File: src/rtl/bdq_pkg.sv
// Shared types, constants and helpers for the bounded deque with key removal.
// Used by the channel interfaces, the entry memory and the sequencer.
// No dependencies.
`default_nettype none

package bdq_pkg;

  // Storage geometry
  localparam int DEPTH        = 128;
  localparam int KEY_BITS     = 32;
  localparam int PAYLOAD_BITS = 64;

  // Channel field widths
  localparam int OP_W  = 2;
  localparam int ST_W  = 2;
  localparam int KEY_W = 32;
  localparam int PAY_W = 64;
  localparam int OCC_W = 8;

  // Derived widths: an index into the ring, and a count that can hold DEPTH
  localparam int IDX_W = (DEPTH > 1) ? $clog2(DEPTH) : 1;
  localparam int CNT_W = $clog2(DEPTH + 1);

  typedef logic [IDX_W-1:0] idx_t;
  typedef logic [CNT_W-1:0] cnt_t;

  typedef enum logic [OP_W-1:0] {
    OP_APPEND = 2'd0,
    OP_INSERT = 2'd1,
    OP_POP    = 2'd2,
    OP_REMOVE = 2'd3
  } op_e;

  typedef enum logic [ST_W-1:0] {
    ST_OK       = 2'd0,
    ST_FULL     = 2'd1,
    ST_EMPTY    = 2'd2,
    ST_NOTFOUND = 2'd3
  } status_e;

  typedef enum logic [1:0] {
    S_IDLE,
    S_POP,
    S_SCAN,
    S_SHIFT
  } state_e;

  typedef struct packed {
    logic [KEY_BITS-1:0]     key;
    logic [PAYLOAD_BITS-1:0] payload;
  } entry_t;

  // One write port and one read port per cycle
  typedef struct packed {
    logic   we;
    idx_t   waddr;
    entry_t wdata;
    logic   re;
    idx_t   raddr;
  } mem_req_t;

  // Physical slot of a logical position; head and offset stay below 2*DEPTH
  function automatic idx_t slot_addr(idx_t head, cnt_t offs);
    logic [CNT_W:0] sum;
    sum = (CNT_W+1)'(head) + (CNT_W+1)'(offs);
    if (sum >= (CNT_W+1)'(DEPTH)) begin
      sum = sum - (CNT_W+1)'(DEPTH);
    end
    return sum[IDX_W-1:0];
  endfunction

  function automatic logic [KEY_BITS-1:0] key_to_store(logic [KEY_W-1:0] k);
    logic [63:0] w;
    w = 64'(k);
    return w[KEY_BITS-1:0];
  endfunction

  function automatic logic [KEY_W-1:0] key_from_store(logic [KEY_BITS-1:0] k);
    logic [63:0] w;
    w = 64'(k);
    return w[KEY_W-1:0];
  endfunction

  function automatic logic [PAYLOAD_BITS-1:0] pay_to_store(logic [PAY_W-1:0] p);
    logic [63:0] w;
    w = 64'(p);
    return w[PAYLOAD_BITS-1:0];
  endfunction

  function automatic logic [PAY_W-1:0] pay_from_store(logic [PAYLOAD_BITS-1:0] p);
    logic [63:0] w;
    w = 64'(p);
    return w[PAY_W-1:0];
  endfunction

  function automatic logic [OCC_W-1:0] occ_of(cnt_t c);
    logic [31:0] w;
    w = 32'(c);
    return w[OCC_W-1:0];
  endfunction

endpackage

`default_nettype wire

File: src/rtl/bdq_if.sv
// Request and response channel interfaces: valid/ready plus payload.
// Depends on bdq_pkg for field widths.
`default_nettype none

interface bdq_req_if import bdq_pkg::*; ();
  logic             valid;
  logic             ready;
  logic [OP_W-1:0]  op;
  logic [KEY_W-1:0] entry_key;
  logic [PAY_W-1:0] entry_payload;

  modport source (output valid, op, entry_key, entry_payload, input ready);
  modport sink   (input valid, op, entry_key, entry_payload, output ready);
endinterface

interface bdq_rsp_if import bdq_pkg::*; ();
  logic             valid;
  logic             ready;
  logic [ST_W-1:0]  status;
  logic [KEY_W-1:0] out_key;
  logic [PAY_W-1:0] out_payload;
  logic [OCC_W-1:0] occupancy;

  modport source (output valid, status, out_key, out_payload, occupancy, input ready);
  modport sink   (input valid, status, out_key, out_payload, occupancy, output ready);
endinterface

`default_nettype wire

File: src/rtl/bdq_seq.sv
// Sequencer: ring pointers, key compare unit, shift sweep and response register.
// Depends on bdq_pkg and the bdq_req_if / bdq_rsp_if interfaces.
`default_nettype none

module bdq_seq import bdq_pkg::*; (
  input  wire         clk_i,
  input  wire         rst_ni,
  bdq_req_if.sink     req,
  bdq_rsp_if.source   rsp,
  output mem_req_t    mem_req_o,
  input  entry_t      mem_rdata_i
);

  state_e  state_q, state_d;
  idx_t    head_q, head_d;
  cnt_t    count_q, count_d;
  idx_t    idx_q, idx_d;
  logic    out_valid_q, out_valid_d;

  logic [KEY_BITS-1:0] key_q, key_d;
  entry_t              out_q, out_d;
  status_e             status_q, status_d;
  logic [OCC_W-1:0]    occ_q, occ_d;

  logic    accept;
  logic    full;
  logic    empty;
  logic    hit;
  logic    last_scan;
  logic    more_shift;
  op_e     op_in;
  cnt_t    idx_cnt;
  cnt_t    count_inc;
  cnt_t    count_dec;
  idx_t    head_prev;

  // Handshake and status flags
  assign req.ready  = (state_q == S_IDLE) && (!out_valid_q || rsp.ready);
  assign accept     = req.valid && req.ready;
  assign op_in      = op_e'(req.op);
  assign full       = (count_q == CNT_W'(DEPTH));
  assign empty      = (count_q == '0);
  assign idx_cnt    = CNT_W'(idx_q);
  assign count_inc  = count_q + CNT_W'(1);
  assign count_dec  = count_q - CNT_W'(1);
  assign head_prev  = (head_q == '0) ? IDX_W'(DEPTH - 1) : head_q - IDX_W'(1);

  // Compare unit: entry just read against the search key
  assign hit        = (mem_rdata_i.key == key_q);
  assign last_scan  = ((idx_cnt + CNT_W'(1)) == count_q);
  assign more_shift = (((CNT_W+1)'(idx_q) + (CNT_W+1)'(2)) < (CNT_W+1)'(count_q));

  // Next state
  always_comb begin
    state_d = state_q;
    unique case (state_q)
      S_IDLE: begin
        if (accept) begin
          unique case (op_in)
            OP_POP:    state_d = empty ? S_IDLE : S_POP;
            OP_REMOVE: state_d = empty ? S_IDLE : S_SCAN;
            default:   state_d = S_IDLE;
          endcase
        end
      end
      S_POP: begin
        state_d = S_IDLE;
      end
      S_SCAN: begin
        priority if (hit) begin
          state_d = last_scan ? S_IDLE : S_SHIFT;
        end else if (last_scan) begin
          state_d = S_IDLE;
        end else begin
          state_d = S_SCAN;
        end
      end
      S_SHIFT: begin
        state_d = more_shift ? S_SHIFT : S_IDLE;
      end
      default: state_d = S_IDLE;
    endcase
  end

  // Datapath, memory requests and response register
  always_comb begin
    head_d      = head_q;
    count_d     = count_q;
    idx_d       = idx_q;
    key_d       = key_q;
    out_d       = out_q;
    status_d    = status_q;
    occ_d       = occ_q;
    out_valid_d = out_valid_q && !rsp.ready;

    mem_req_o.we    = 1'b0;
    mem_req_o.waddr = head_q;
    mem_req_o.wdata = mem_rdata_i;
    mem_req_o.re    = 1'b0;
    mem_req_o.raddr = head_q;

    unique case (state_q)
      S_IDLE: begin
        if (accept) begin
          key_d = key_to_store(req.entry_key);
          unique case (op_in)
            OP_APPEND: begin
              out_valid_d = 1'b1;
              out_d       = '0;
              if (full) begin
                status_d = ST_FULL;
                occ_d    = occ_of(count_q);
              end else begin
                mem_req_o.we            = 1'b1;
                mem_req_o.waddr         = slot_addr(head_q, count_q);
                mem_req_o.wdata.key     = key_to_store(req.entry_key);
                mem_req_o.wdata.payload = pay_to_store(req.entry_payload);
                count_d                 = count_inc;
                status_d                = ST_OK;
                occ_d                   = occ_of(count_inc);
              end
            end
            OP_INSERT: begin
              out_valid_d = 1'b1;
              out_d       = '0;
              if (full) begin
                status_d = ST_FULL;
                occ_d    = occ_of(count_q);
              end else begin
                mem_req_o.we            = 1'b1;
                mem_req_o.waddr         = head_prev;
                mem_req_o.wdata.key     = key_to_store(req.entry_key);
                mem_req_o.wdata.payload = pay_to_store(req.entry_payload);
                head_d                  = head_prev;
                count_d                 = count_inc;
                status_d                = ST_OK;
                occ_d                   = occ_of(count_inc);
              end
            end
            OP_POP: begin
              if (empty) begin
                out_valid_d = 1'b1;
                out_d       = '0;
                status_d    = ST_EMPTY;
                occ_d       = occ_of(count_q);
              end else begin
                mem_req_o.re    = 1'b1;
                mem_req_o.raddr = head_q;
              end
            end
            OP_REMOVE: begin
              if (empty) begin
                out_valid_d = 1'b1;
                out_d       = '0;
                status_d    = ST_NOTFOUND;
                occ_d       = occ_of(count_q);
              end else begin
                mem_req_o.re    = 1'b1;
                mem_req_o.raddr = head_q;
                idx_d           = '0;
              end
            end
            default: ;
          endcase
        end
      end

      // Hand back the head entry and advance the head
      S_POP: begin
        out_valid_d = 1'b1;
        out_d       = mem_rdata_i;
        status_d    = ST_OK;
        occ_d       = occ_of(count_dec);
        head_d      = slot_addr(head_q, CNT_W'(1));
        count_d     = count_dec;
      end

      // Compare one entry per cycle while the next one is read
      S_SCAN: begin
        priority if (hit) begin
          out_d = mem_rdata_i;
          if (last_scan) begin
            out_valid_d = 1'b1;
            status_d    = ST_OK;
            occ_d       = occ_of(count_dec);
            count_d     = count_dec;
          end else begin
            mem_req_o.re    = 1'b1;
            mem_req_o.raddr = slot_addr(head_q, idx_cnt + CNT_W'(1));
          end
        end else if (last_scan) begin
          out_valid_d = 1'b1;
          out_d       = '0;
          status_d    = ST_NOTFOUND;
          occ_d       = occ_of(count_q);
        end else begin
          mem_req_o.re    = 1'b1;
          mem_req_o.raddr = slot_addr(head_q, idx_cnt + CNT_W'(1));
          idx_d           = idx_q + IDX_W'(1);
        end
      end

      // Close the gap: write entry idx+1 into idx, read idx+2
      S_SHIFT: begin
        mem_req_o.we    = 1'b1;
        mem_req_o.waddr = slot_addr(head_q, idx_cnt);
        mem_req_o.wdata = mem_rdata_i;
        if (more_shift) begin
          mem_req_o.re    = 1'b1;
          mem_req_o.raddr = slot_addr(head_q, idx_cnt + CNT_W'(2));
          idx_d           = idx_q + IDX_W'(1);
        end else begin
          out_valid_d = 1'b1;
          status_d    = ST_OK;
          occ_d       = occ_of(count_dec);
          count_d     = count_dec;
        end
      end

      default: ;
    endcase
  end

  // Control registers
  always_ff @(posedge clk_i or negedge rst_ni) begin
    if (!rst_ni) begin
      state_q     <= S_IDLE;
      head_q      <= '0;
      count_q     <= '0;
      idx_q       <= '0;
      out_valid_q <= 1'b0;
    end else begin
      state_q     <= state_d;
      head_q      <= head_d;
      count_q     <= count_d;
      idx_q       <= idx_d;
      out_valid_q <= out_valid_d;
    end
  end

  // Payload registers
  always_ff @(posedge clk_i) begin
    key_q    <= key_d;
    out_q    <= out_d;
    status_q <= status_d;
    occ_q    <= occ_d;
  end

  assign rsp.valid       = out_valid_q;
  assign rsp.status      = status_q;
  assign rsp.out_key     = key_from_store(out_q.key);
  assign rsp.out_payload = pay_from_store(out_q.payload);
  assign rsp.occupancy   = occ_q;

endmodule

`default_nettype wire
File: src/flat_wrapper.sv
// flat-port wrapper written by rule: the top's interface ports become plain ports
module bdq_seq_flat import bdq_pkg::*;
  (clk_i, rst_ni, mem_req_o, mem_rdata_i, req_valid, req_op, req_entry_key, req_entry_payload, req_ready, rsp_valid, rsp_status, rsp_out_key, rsp_out_payload, rsp_occupancy, rsp_ready);
  bdq_req_if req_i ();
  bdq_rsp_if rsp_i ();
  input  wire clk_i;
  input  wire rst_ni;
  output mem_req_t mem_req_o;
  input  entry_t mem_rdata_i;
  input wire logic [$bits(req_i.valid)-1:0] req_valid;
  input wire logic [$bits(req_i.op)-1:0] req_op;
  input wire logic [$bits(req_i.entry_key)-1:0] req_entry_key;
  input wire logic [$bits(req_i.entry_payload)-1:0] req_entry_payload;
  output wire logic [$bits(req_i.ready)-1:0] req_ready;
  output wire logic [$bits(rsp_i.valid)-1:0] rsp_valid;
  output wire logic [$bits(rsp_i.status)-1:0] rsp_status;
  output wire logic [$bits(rsp_i.out_key)-1:0] rsp_out_key;
  output wire logic [$bits(rsp_i.out_payload)-1:0] rsp_out_payload;
  output wire logic [$bits(rsp_i.occupancy)-1:0] rsp_occupancy;
  input wire logic [$bits(rsp_i.ready)-1:0] rsp_ready;
  assign req_i.valid = req_valid;
  assign req_i.op = req_op;
  assign req_i.entry_key = req_entry_key;
  assign req_i.entry_payload = req_entry_payload;
  assign req_ready = req_i.ready;
  assign rsp_valid = rsp_i.valid;
  assign rsp_status = rsp_i.status;
  assign rsp_out_key = rsp_i.out_key;
  assign rsp_out_payload = rsp_i.out_payload;
  assign rsp_occupancy = rsp_i.occupancy;
  assign rsp_i.ready = rsp_ready;
  bdq_seq u_core (.clk_i(clk_i), .rst_ni(rst_ni), .req(req_i), .rsp(rsp_i), .mem_req_o(mem_req_o), .mem_rdata_i(mem_rdata_i));
endmodule
File: config.mk
export PLATFORM = sky130hd
export DESIGN_NAME = bdq_seq_flat
export DESIGN_NICKNAME = d
export VERILOG_FILES = /design/src/rtl/bdq_pkg.sv /design/src/rtl/bdq_if.sv /design/src/rtl/bdq_seq.sv /design/src/flat_wrapper.sv
export SDC_FILE = /design/constraint.sdc
export NUM_CORES = 1
export LEC_CHECK = 0
export ABC_CLOCK_PERIOD_IN_PS = 9300
export BUFFER_PORTS_ARGS = -buffer_cell sky130_fd_sc_hd__buf_2
export CAP_MARGIN = 20
export CORE_AREA = 2 2 160 162
export CTS_BUF_LIST = sky130_fd_sc_hd__clkbuf_8
export DETAILED_ROUTE_END_ITERATION = 8
export DIE_AREA = 0 0 162 164
export MAX_ROUTING_LAYER = met4
export PLACE_DENSITY = 0.79
export SLEW_MARGIN = 10
export SYNTH_ARGS = -nofsm -noshare
export SYNTH_HDL_FRONTEND = slang
export SYNTH_SLANG_ARGS = --single-unit
File: constraint.sdc
create_clock -name clk_i -period 9.3 [get_ports clk_i]
set_clock_uncertainty 0.05 [all_clocks]
set_input_delay 0.465 -clock clk_i [delete_from_list [all_inputs] [get_ports clk_i]]
set_output_delay 0.465 -clock clk_i [all_outputs]
set_load 0.05 [all_outputs]
==> qor.csv, run 1 <==
metric,value,unit
filler cell count,2254,
crit path time final,4.824,ns
FMAX,0.2073,GHz
Crit. End Element,primary output,
sequential area share after synthesis,0.4577,
DRT Pass-1 Iters,6,
CTS tree,yes,
DRT antenna net count,0,
Final Setup Violations,0,
outcome,"complete, no violations",
TritonCTS Buffers,17,
via count,10030,
syn avg cell area,10.82,um^2
Setup CP Type,register to primary output,
Tightest Pin Transition,1.168,ns
grt total ovfl,0,
Power Density,123.7,mW/mm^2
YS warnings,0,
IO Pins,418,
mux cell area share after synthesis,0.005283,
Placeable Area,0.02482,mm^2
Yosys reg bits,163,
number of flops mapped to enable cells by yosys,138,
hpwl dp,31.58,mm
largest family of logic cells by synthesized area,compound AO/OA/AOI/OAI gates,
vias per cell,5.927,
Pleak,5.316,nW
fin nets,1587,
Worst setup SP type,register,
cell count after synthesis,963,
"Req. time, crit path",8.79,ns
maximum clock insertion buffer count,2,
Multi-input gate area,0.005152,mm^2
CTS root buf,clkbuf_8,
xor/xnor cell area share of the yosys netlist,0.06555,
layout cell share with drive strength beyond 1,0.3543,
worst vdd ir,0.07281,mV
Rows,58,
"Async S/R FF share, synth",0.1534,
vias in the first global route,8984,
fin util,0.5272,
Fin. Hold Viols,0,
# Post-CTS Setup Buffers,0,
Post-synth top flop,edfxtp_1,
Worst EP arrival,4.31,ns
port buffer count,417,
die area,0.02657,mm^2
initial DRC count,1397,
worst min path class,input pin to register,
number of max-cap violations,0,
Routed Wire Length,40.97,mm
Final Cycle Share,0.5187,
Starting Density,0.4199,
Fin Setup TNS,0,ns
Compound-Gate Fraction of Synth Area,0.2041,
"Max FO, Critical Path",96,
Netlist cell types,83,
first-pass GRT wire length,57.90,mm
die width,162,um
area grow syn2layout,25.55,%
placer congestion estimate,0.9587,
Simple-Gate Fraction of Synth Area,0.1525,
clock sink count,163,
RSZ-0062 raised after global routing,no,
Reg area,0.004770,mm^2
H-Tree Depth,4,
Max Slew Vio Count,0,
Syn Std Cell Area,0.01042,mm^2
Mapped Nets,1211,
initial antenna violation count,7,
WL per Instance,24.20,um
adder-cell area share of the yosys netlist,0.06507,
DRC,0,
Clock transition at path regs,0.11,ns
Rel. slew slack,0.2216,
Clock Latency Late Sink,0.47,ns
Die Height,164,um
Tot GR Track Use,0.3013,
largest net degree at the start of global routing,97,
[where the power goes]
part / total, W / switching [W] / internal, W
clock: 0.000543 / 0.000318 / 0.000225
combinational: 0.000281 / 0.000184 / 0.0000974
sequential: 0.000795 / 0.00000896 / 0.000786
total: 0.00162 / 0.000511 / 0.00111
[synth_stat cells, types with 3 or more instances]
cell      instances  area share
nand2_1          32       0.012
nand4_1           8      0.0048
o41ai_1           4      0.0034
mux2i_1           4      0.0038
o21bai_1          5      0.0036
o21ai_0          31       0.015
dfrtp_1          25       0.060
o311ai_0          3      0.0025
a211oi_1          4      0.0029
o31a_1            4      0.0034
o22ai_1           7      0.0042
a31oi_1          10      0.0060
inv_1            39       0.014
nand3_1          23       0.011
o31ai_1          10      0.0072
a22o_1           98       0.082
a211o_1           7      0.0059
buf_4             5      0.0036
nor3_1           19      0.0091
nor2_1           40       0.014
a32oi_1           3      0.0025
fa_1              7       0.013
xor2_1           43       0.036
clkbuf_1         36       0.013
a21oi_1          43       0.021
nor4_1           10      0.0060
edfxtp_1        138        0.40
clkbuf_2          4      0.0019
o211ai_1          3      0.0022
nand2b_1          4      0.0024
and3_1           10      0.0060
a221o_1           6      0.0058
nor2b_1           4      0.0024
xnor2_1          27       0.023
buf_6             8      0.0086
or3_1             6      0.0036
a22oi_1           6      0.0043
buf_2            15      0.0072
o21a_1            6      0.0043
a21o_1           11      0.0079
and2_1           99       0.059
ha_1             43       0.052
nand3b_1          4      0.0029
[through the flow]
stage / setup slack (ns) / instance area [um^2] / hold WS, ns / cells / total power [W]
floorplan: 0.2828 / 10420 / 0.1194 / 963 / 0.0009855
global placement: 4.603 / 12620 / 0.4915 / 1647 / 0.001088
detailed placement: 5.007 / 12640 / 0.4910 / 1648 / 0.001089
CTS: 4.525 / 13050 / 0.1183 / 1681 / 0.001626
global route: 4.277 / 13070 / 0.1148 / 1688 / 0.001667
finish: 4.476 / 13080 / 0.1431 / 1693 / 0.001619
[layout make-up]
type	count	share of cell area
multi-input cells	690	0.3938
flip-flops and latches	163	0.3645
inverters	40	0.01148
clock inverters	15	0.01224
well taps	330	0.03156
diodes	11	0.002104
clock buffers	17	0.01788
repair buffers	427	0.1664
[critical path, cell delays in order, from the launching register on]
cell	delay, ns
dfrtp_1	0.46
inv_1	0.13
ha_1	0.18
nand3_1	0.21
inv_2	0.69
nand3_2	0.36
a21o_1	0.32
nand2b_4	0.61
a22o_1	0.52
buf_2	0.22
[layer usage]
metal | global-route usage | routed length [um] | vias up
met5 | - | 0 | -
met4 | 0.07039 | 954 | 0
met3 | 0.06035 | 3941 | 79
met2 | 0.4729 | 19290 | 619
met1 | 0.4055 | 16790 | 4953
li1 | - | - | 4383
[worst paths after layout]
check	from	end	slack, ns	cells past startpoint
min in group asynchronous	rst_ni	u_core.rsp.valid	0.53	2
min reg2reg	u_core.state_q[1]	u_core.rsp.valid	0.61	1
max in group asynchronous	rst_ni	u_core.count_q[3]	8.22	2
max	u_core.state_q[0]	mem_req_o[67]	4.48	9
min	req_entry_key[9]	u_core.key_q[9]	0.14	1
max reg2reg	u_core.idx_q[0]	u_core.rsp.out_key[7]	5.52	8
[registers in the layout (all words and copies together), names as in the netlist]
| signal | count |
|---|---|
| u_core.count_q | 8 |
| u_core.head_q | 7 |
| u_core.idx_q | 7 |
| u_core.key_q | 32 |
| u_core.rsp.occupancy | 8 |
| u_core.rsp.out_key | 32 |
| u_core.rsp.out_payload | 64 |
| u_core.rsp.status | 2 |
| u_core.rsp.valid | 1 |
| u_core.state_q | 2 |
[cells in the final DEF (no fill, tap or decap), drive strengths merged, types with 9 or more instances in the layout]
| cell | n |
|---|---|
| buf | 425 |
| edfxtp | 138 |
| and2 | 99 |
| a22o | 98 |
| inv | 49 |
| xor2 | 43 |
| a21oi | 43 |
| ha | 43 |
| nor2 | 40 |
| o21ai | 33 |
| nand2 | 32 |
| xnor2 | 27 |
| dfrtp | 25 |
| nand3 | 24 |
| nor3 | 20 |
| clkbuf | 18 |
| diode | 11 |
| a21o | 11 |
| and3 | 11 |
| a31oi | 11 |
| nor4 | 11 |
| o31ai | 11 |
| nand4 | 9 |
[timing repair]
action,4_1_cts,5_1_grt
hold endpoints to repair,25,0
endpoints found under the setup margin,0,0
gates resized for setup,0,0
hold buffers,1,0
[cells by family after synthesis]
kind of cell | after synthesis
compound gates | 283
simple gates | 279
flops | 163
buf+inv | 110
xor+xnor | 73
fa+ha+maj | 50
mux | 5
Power figures use the tool's default switching activity.
==> run 2: changes to the inputs <==
--- a/config.mk
+++ b/config.mk
@@ -5,7 +5,7 @@
 export SDC_FILE = /design/constraint.sdc
 export NUM_CORES = 1
 export LEC_CHECK = 0
-export ABC_CLOCK_PERIOD_IN_PS = 9300
+export ABC_CLOCK_PERIOD_IN_PS = 4700
 export BUFFER_PORTS_ARGS = -buffer_cell sky130_fd_sc_hd__buf_2
 export CAP_MARGIN = 20
 export CORE_AREA = 2 2 160 162
@@ -13,7 +13,7 @@
 export DETAILED_ROUTE_END_ITERATION = 8
 export DIE_AREA = 0 0 162 164
 export MAX_ROUTING_LAYER = met4
-export PLACE_DENSITY = 0.79
+export PLACE_DENSITY = 0.76
 export SLEW_MARGIN = 10
 export SYNTH_ARGS = -nofsm -noshare
 export SYNTH_HDL_FRONTEND = slang
==> constraint.sdc (replaced) <==
create_clock -name clk_i -period 4.7 [get_ports clk_i]
set_clock_uncertainty 0.05 [all_clocks]
set_input_delay 0.235 -clock clk_i [delete_from_list [all_inputs] [get_ports clk_i]]
set_output_delay 0.235 -clock clk_i [all_outputs]
set_load 0.05 [all_outputs]
==> qor.csv, run 2 (synthesized netlist as in run 1, its figures left out) <==
metric,value,unit
Placeable Area,0.02482,mm^2
clock sink count,163,
outcome,"complete, no violations",
hold slack final,0.02806,ns
Final Cycle Share,0.9363,
Worst EP arrival,4.12,ns
Crit. End Element,primary output,
crit path time final,4.401,ns
fin nets,1639,
Rows,58,
grt total ovfl,0,
RSZ-0062 raised after global routing,no,
worst vdd ir,0.1498,mV
number of max-cap violations,0,
"commonest non-fill, non-tap cell in the layout",buf_2,
worst min path class,input pin to register,
hold path cells,2,
"Max FO, Critical Path",11,
IO Pins,418,
hpwl dp,31.31,mm
Clock transition at path regs,0.11,ns
via count,10260,
die width,162,um
max reg flops,64,
Tightest Pin Transition,1.073,ns
CTS root buf,clkbuf_8,
DRT antenna net count,0,
"commonest non-fill, non-tap cells in the layout","417 x buf_2, 138 x edfxtp_1, 99 x and2_1",
reg2reg setup slack,0.99,ns
DRT Pass-1 Iters,6,
Routed Wire Length,41.95,mm
Worst setup SP type,register,
WL per Instance,24.06,um
layout cell share with drive strength beyond 1,0.3469,
CP Launch Point,u_core.idx_q[0],
Power Density,234.9,mW/mm^2
initial antenna violation count,12,
Max Slew Vio Count,0,
Final Setup Violations,0,
largest net degree at the start of global routing,99,
Rel. slew slack,0.2801,
Critical Path End,mem_req_o[4],
reg2reg start,u_core.idx_q[0],
TritonCTS Buffers,17,
filler cell count,2243,
Die Height,164,um
crit-path cells,"ha_1, and3_1, and3_4, xnor3_2, o31ai_2, nor2_1, a221o_1, buf_2",
Fin. Hold Viols,0,
maximum clock insertion buffer count,2,
"Req. time, crit path",4.41,ns
DRC,0,
Clock Latency Late Sink,0.47,ns
Placed Area,0.01274,mm^2
reg2reg end,u_core.rsp.out_payload[41],
H-Tree Depth,4,
die area,0.02657,mm^2
Starting Density,0.4199,
CTS tree,yes,
placer congestion estimate,1.013,
Inst Count DP,1657,
vias per cell,5.885,
FMAX,0.2272,GHz
Post-CTS Resized,0,
design area,0.01360,mm^2
port buffer count,417,
CP max-delay cell,o31ai_2,
Non-Filler Instances,1743,
area grow syn2layout,30.46,%
Setup CP Type,register to primary output,
# Post-CTS Setup Buffers,0,
Fin Setup TNS,0,ns
Critical Path Max Stage Delay,0.91,ns
Tot GR Track Use,0.3104,
first-pass GRT wire length,59.48,mm
vias in the first global route,9347,
Pleak,5.533,nW
initial DRC count,1317,
r2r worst-path depth,8,
## run 2: changes by cell type in the layout (fill, tap and decap cells not counted), sizes merged
cell / change
dlygate4sd3: +44
buf: +9
diode: -2
bufinv: -1
clkbuf: -1
clkinvlp: +1
## run 2: power breakdown
group / switching, W / internal, W
sequential: 0.0000168 / 0.00155
combinational: 0.000377 / 0.000217
clock: 0.000636 / 0.000393
total: 0.00103 / 0.00216
## run 2: metal layers
layer  track usage  vias up  wire length (um)
li1              -     4481                 -
met1        0.4157     4967             16940
met2        0.4602      687             19250
met3       0.06566      122              4055
met4        0.1287        0              1699
met5             -        -                 0
## run 2: critical path: cells and delay by family, from the launching register on
family                   cells  cell delay (ns)
AND/OR/NAND/NOR              3             0.86
buffers and inverters        1             0.22
AO/OA/AOI/OAI                2             1.28
XOR/XNOR                     1             0.31
flip-flops                   1             0.62
adder cells (fa/ha/maj)      1             0.35
## run 2: metrics by stage
step | utilization | setup slack, ns | total power (W)
floorplan | - | 0.09350 | 0.001950
global placement | 0.5135 | 0.9295 | 0.002159
detailed placement | 0.5135 | 0.8997 | 0.002159
CTS | 0.5469 | 0.3692 | 0.003203
global route | 0.5478 | 0.1254 | 0.003293
finish | 0.5478 | 0.2994 | 0.003194
## run 2: how the worst min path moves through the flow
| stage | end | slack [ns] | start |
|---|---|---|---|
| final | u_core.rsp.out_payload[5] | 0.03 | mem_rdata_i[5] |
| after global routing | u_core.rsp.out_payload[52] | 0.002 | mem_rdata_i[52] |
| after CTS | u_core.rsp.out_payload[9] | 0.0002 | mem_rdata_i[9] |
| after detailed placement | u_core.head_q[4] | 0.26 | rst_ni |
| after global placement | u_core.head_q[3] | 0.28 | rst_ni |
| after floorplan | u_core.count_q[0] | -0.11 | rst_ni |
## run 2: layout make-up
type                            instances  area, um^2  share of cell area
Sequential cell                       163        4770              0.3508
Clock buffer                           17       234.0             0.01721
Inverter                               40       150.1             0.01104
Clock inverter                         15       145.1             0.01068
Multi-Input combinational cell        690        5159              0.3794
Antenna cell                            9       22.52            0.001657
Timing Repair Buffer                  479        2703              0.1988
Tap cell                              330       412.9             0.03037
## run 2: what timing repair did
item / 4_1_cts / 5_1_grt
hold buffers: 45 / 0
endpoints found under the setup margin: 0 / 0
hold endpoints to repair: 69 / 0
==> run 3: changes to the inputs <==
--- a/config.mk
+++ b/config.mk
@@ -8,12 +8,13 @@
 export ABC_CLOCK_PERIOD_IN_PS = 4700
 export BUFFER_PORTS_ARGS = -buffer_cell sky130_fd_sc_hd__buf_2
 export CAP_MARGIN = 20
-export CORE_AREA = 2 2 160 162
+export CORE_ASPECT_RATIO = 0.7
+export CORE_MARGIN = 2
+export CORE_UTILIZATION = 45
 export CTS_BUF_LIST = sky130_fd_sc_hd__clkbuf_8
 export DETAILED_ROUTE_END_ITERATION = 8
-export DIE_AREA = 0 0 162 164
 export MAX_ROUTING_LAYER = met4
-export PLACE_DENSITY = 0.76
+export PLACE_DENSITY = 0.8
 export SLEW_MARGIN = 10
 export SYNTH_ARGS = -nofsm -noshare
 export SYNTH_HDL_FRONTEND = slang
==> qor.csv, run 3 (synthesized netlist as in run 1, its figures left out) <==
metric,value,unit
hold_buf cts,44,
first-pass GRT wire length,60.39,mm
worst vdd ir,0.2965,mV
design area,0.01365,mm^2
vias per cell,5.976,
vias in the first global route,9647,
filler cell count,1929,
CTS tree,yes,
"commonest non-fill, non-tap cells in the layout","415 x buf_2, 138 x edfxtp_1, 99 x and2_1",
Worst setup SP type,register,
crit path time final,4.162,ns
TritonCTS Buffers,17,
Die Height,131.3,um
layout cell share with drive strength beyond 1,0.3477,
Max Slew Vio Count,0,
Hold Path Origin,mem_rdata_i[39],
via count,10320,
# Post-CTS Setup Buffers,0,
Worst EP arrival,3.88,ns
"commonest non-fill, non-tap cell in the layout",buf_2,
WL per Instance,24.48,um
Placed Area,0.01281,mm^2
reg2reg start,u_core.key_q[24],
r2r worst-path depth,7,
Min-Delay Endpoint,u_core.rsp.out_payload[39],
initial DRC count,1030,
Fin Setup TNS,0,ns
Rel. slew slack,0.2692,
Fin. Hold Viols,0,
Final Cycle Share,0.8856,
die area,0.02441,mm^2
H-Tree Depth,4,
Post-CTS Resized,0,
max reg flops,64,
number of max-cap violations,0,
reg2reg setup slack,0.99,ns
Rows,46,
"Req. time, crit path",4.41,ns
area grow syn2layout,31.02,%
FMAX,0.2403,GHz
Clock Latency Late Sink,0.47,ns
Final Setup Violations,0,
Tightest Pin Transition,1.088,ns
largest net degree at the start of global routing,97,
Placeable Area,0.02268,mm^2
maximum clock insertion buffer count,2,
"Max FO, Critical Path",12,
Clock transition at path regs,0.10,ns
CTS root buf,clkbuf_8,
port buffer count,417,
Setup CP Type,register to primary output,
Starting Density,0.4596,
worst min path class,input pin to register,
hpwl dp,31.61,mm
grt total ovfl,0,
RSZ-0062 raised after global routing,no,
reg2reg end,u_core.rsp.out_payload[48],
Routed Wire Length,42.27,mm
DRC,0,
DRT Pass-1 Iters,7,
Tot GR Track Use,0.3462,
Pleak,5.583,nW
hold path cells,2,
fin nets,1648,
DRT antenna net count,0,
clock sink count,163,
initial antenna violation count,5,
placer congestion estimate,1.034,
outcome,"complete, no violations",
Power Density,235.2,mW/mm^2
Crit. End Element,primary output,
IO Pins,418,
die width,185.9,um
-- run 3: worst max-delay path by stage --
stage,depth (start not counted),to,slack [ns],startpoint
after floorplan,8,u_core.rsp.out_key[0],0.09,u_core.idx_q[1]
after global placement,7,u_core.rsp.out_payload[48],1.03,u_core.key_q[24]
after detailed placement,7,u_core.rsp.out_payload[48],1.01,u_core.key_q[24]
after CTS,11,mem_req_o[0],0.54,u_core.idx_q[4]
after global routing,11,mem_req_o[3],0.30,u_core.idx_q[4]
final,11,mem_req_o[4],0.54,u_core.idx_q[4]
-- run 3: stage by stage --
| step | std cells | worst slack (ns) | util | total power [W] | hold slack, ns |
|---|---|---|---|---|---|
| detailed placement | 1647 | 1.014 | 0.5649 | 0.002160 | 0.2442 |
| global route | 1727 | 0.2985 | 0.6021 | 0.003312 | 0.001901 |
| floorplan | 963 | 0.09350 | - | 0.001950 | -0.1106 |
| CTS | 1722 | 0.5382 | 0.6009 | 0.003216 | 0.003288 |
| global placement | 1647 | 1.029 | 0.5649 | 0.002159 | 0.2403 |
| finish | 1727 | 0.5378 | 0.6021 | 0.003211 | 0.03552 |
-- run 3: per-layer routing --
layer  routed length (um)  GRT usage  vias up  share of wire
li1                     -          -     4495              -
met1                16630     0.4410     5016           0.39
met3                 4076    0.08149      119          0.096
met4                 2057     0.1470        0          0.049
met5                    0          -        -              0
met2                19510     0.5285      690           0.46
-- run 3: worst max-delay path, cell delays in order (launching register included) --
cell	delay, ns
dfrtp_1	0.74
and3_1	0.26
nand3_1	0.09
xnor2_1	0.16
ha_1	0.30
a211o_1	0.31
nor3b_1	0.23
a211o_1	0.22
nand3_1	0.12
or2_1	0.36
a221o_1	0.38
buf_2	0.22
-- run 3: area by class of cell --
cell class / count / area (um^2) / area share
Antenna cell: 3 / 7.507 / 0.0005498
Multi-Input combinational cell: 690 / 5159 / 0.3778
Tap cell: 312 / 390.4 / 0.02859
Timing Repair Buffer: 488 / 2803 / 0.2053
Inverter: 40 / 150.1 / 0.01100
Sequential cell: 163 / 4770 / 0.3493
Clock buffer: 17 / 234.0 / 0.01714
Clock inverter: 14 / 141.4 / 0.01035
-- run 3: power breakdown --
part	internal [W]	total [W]	switching [W]
combinational	0.000220	0.000595	0.000375
sequential	0.00155	0.00157	0.0000175
clock	0.000467	0.00104	0.000577
total	0.00224	0.00321	0.000969
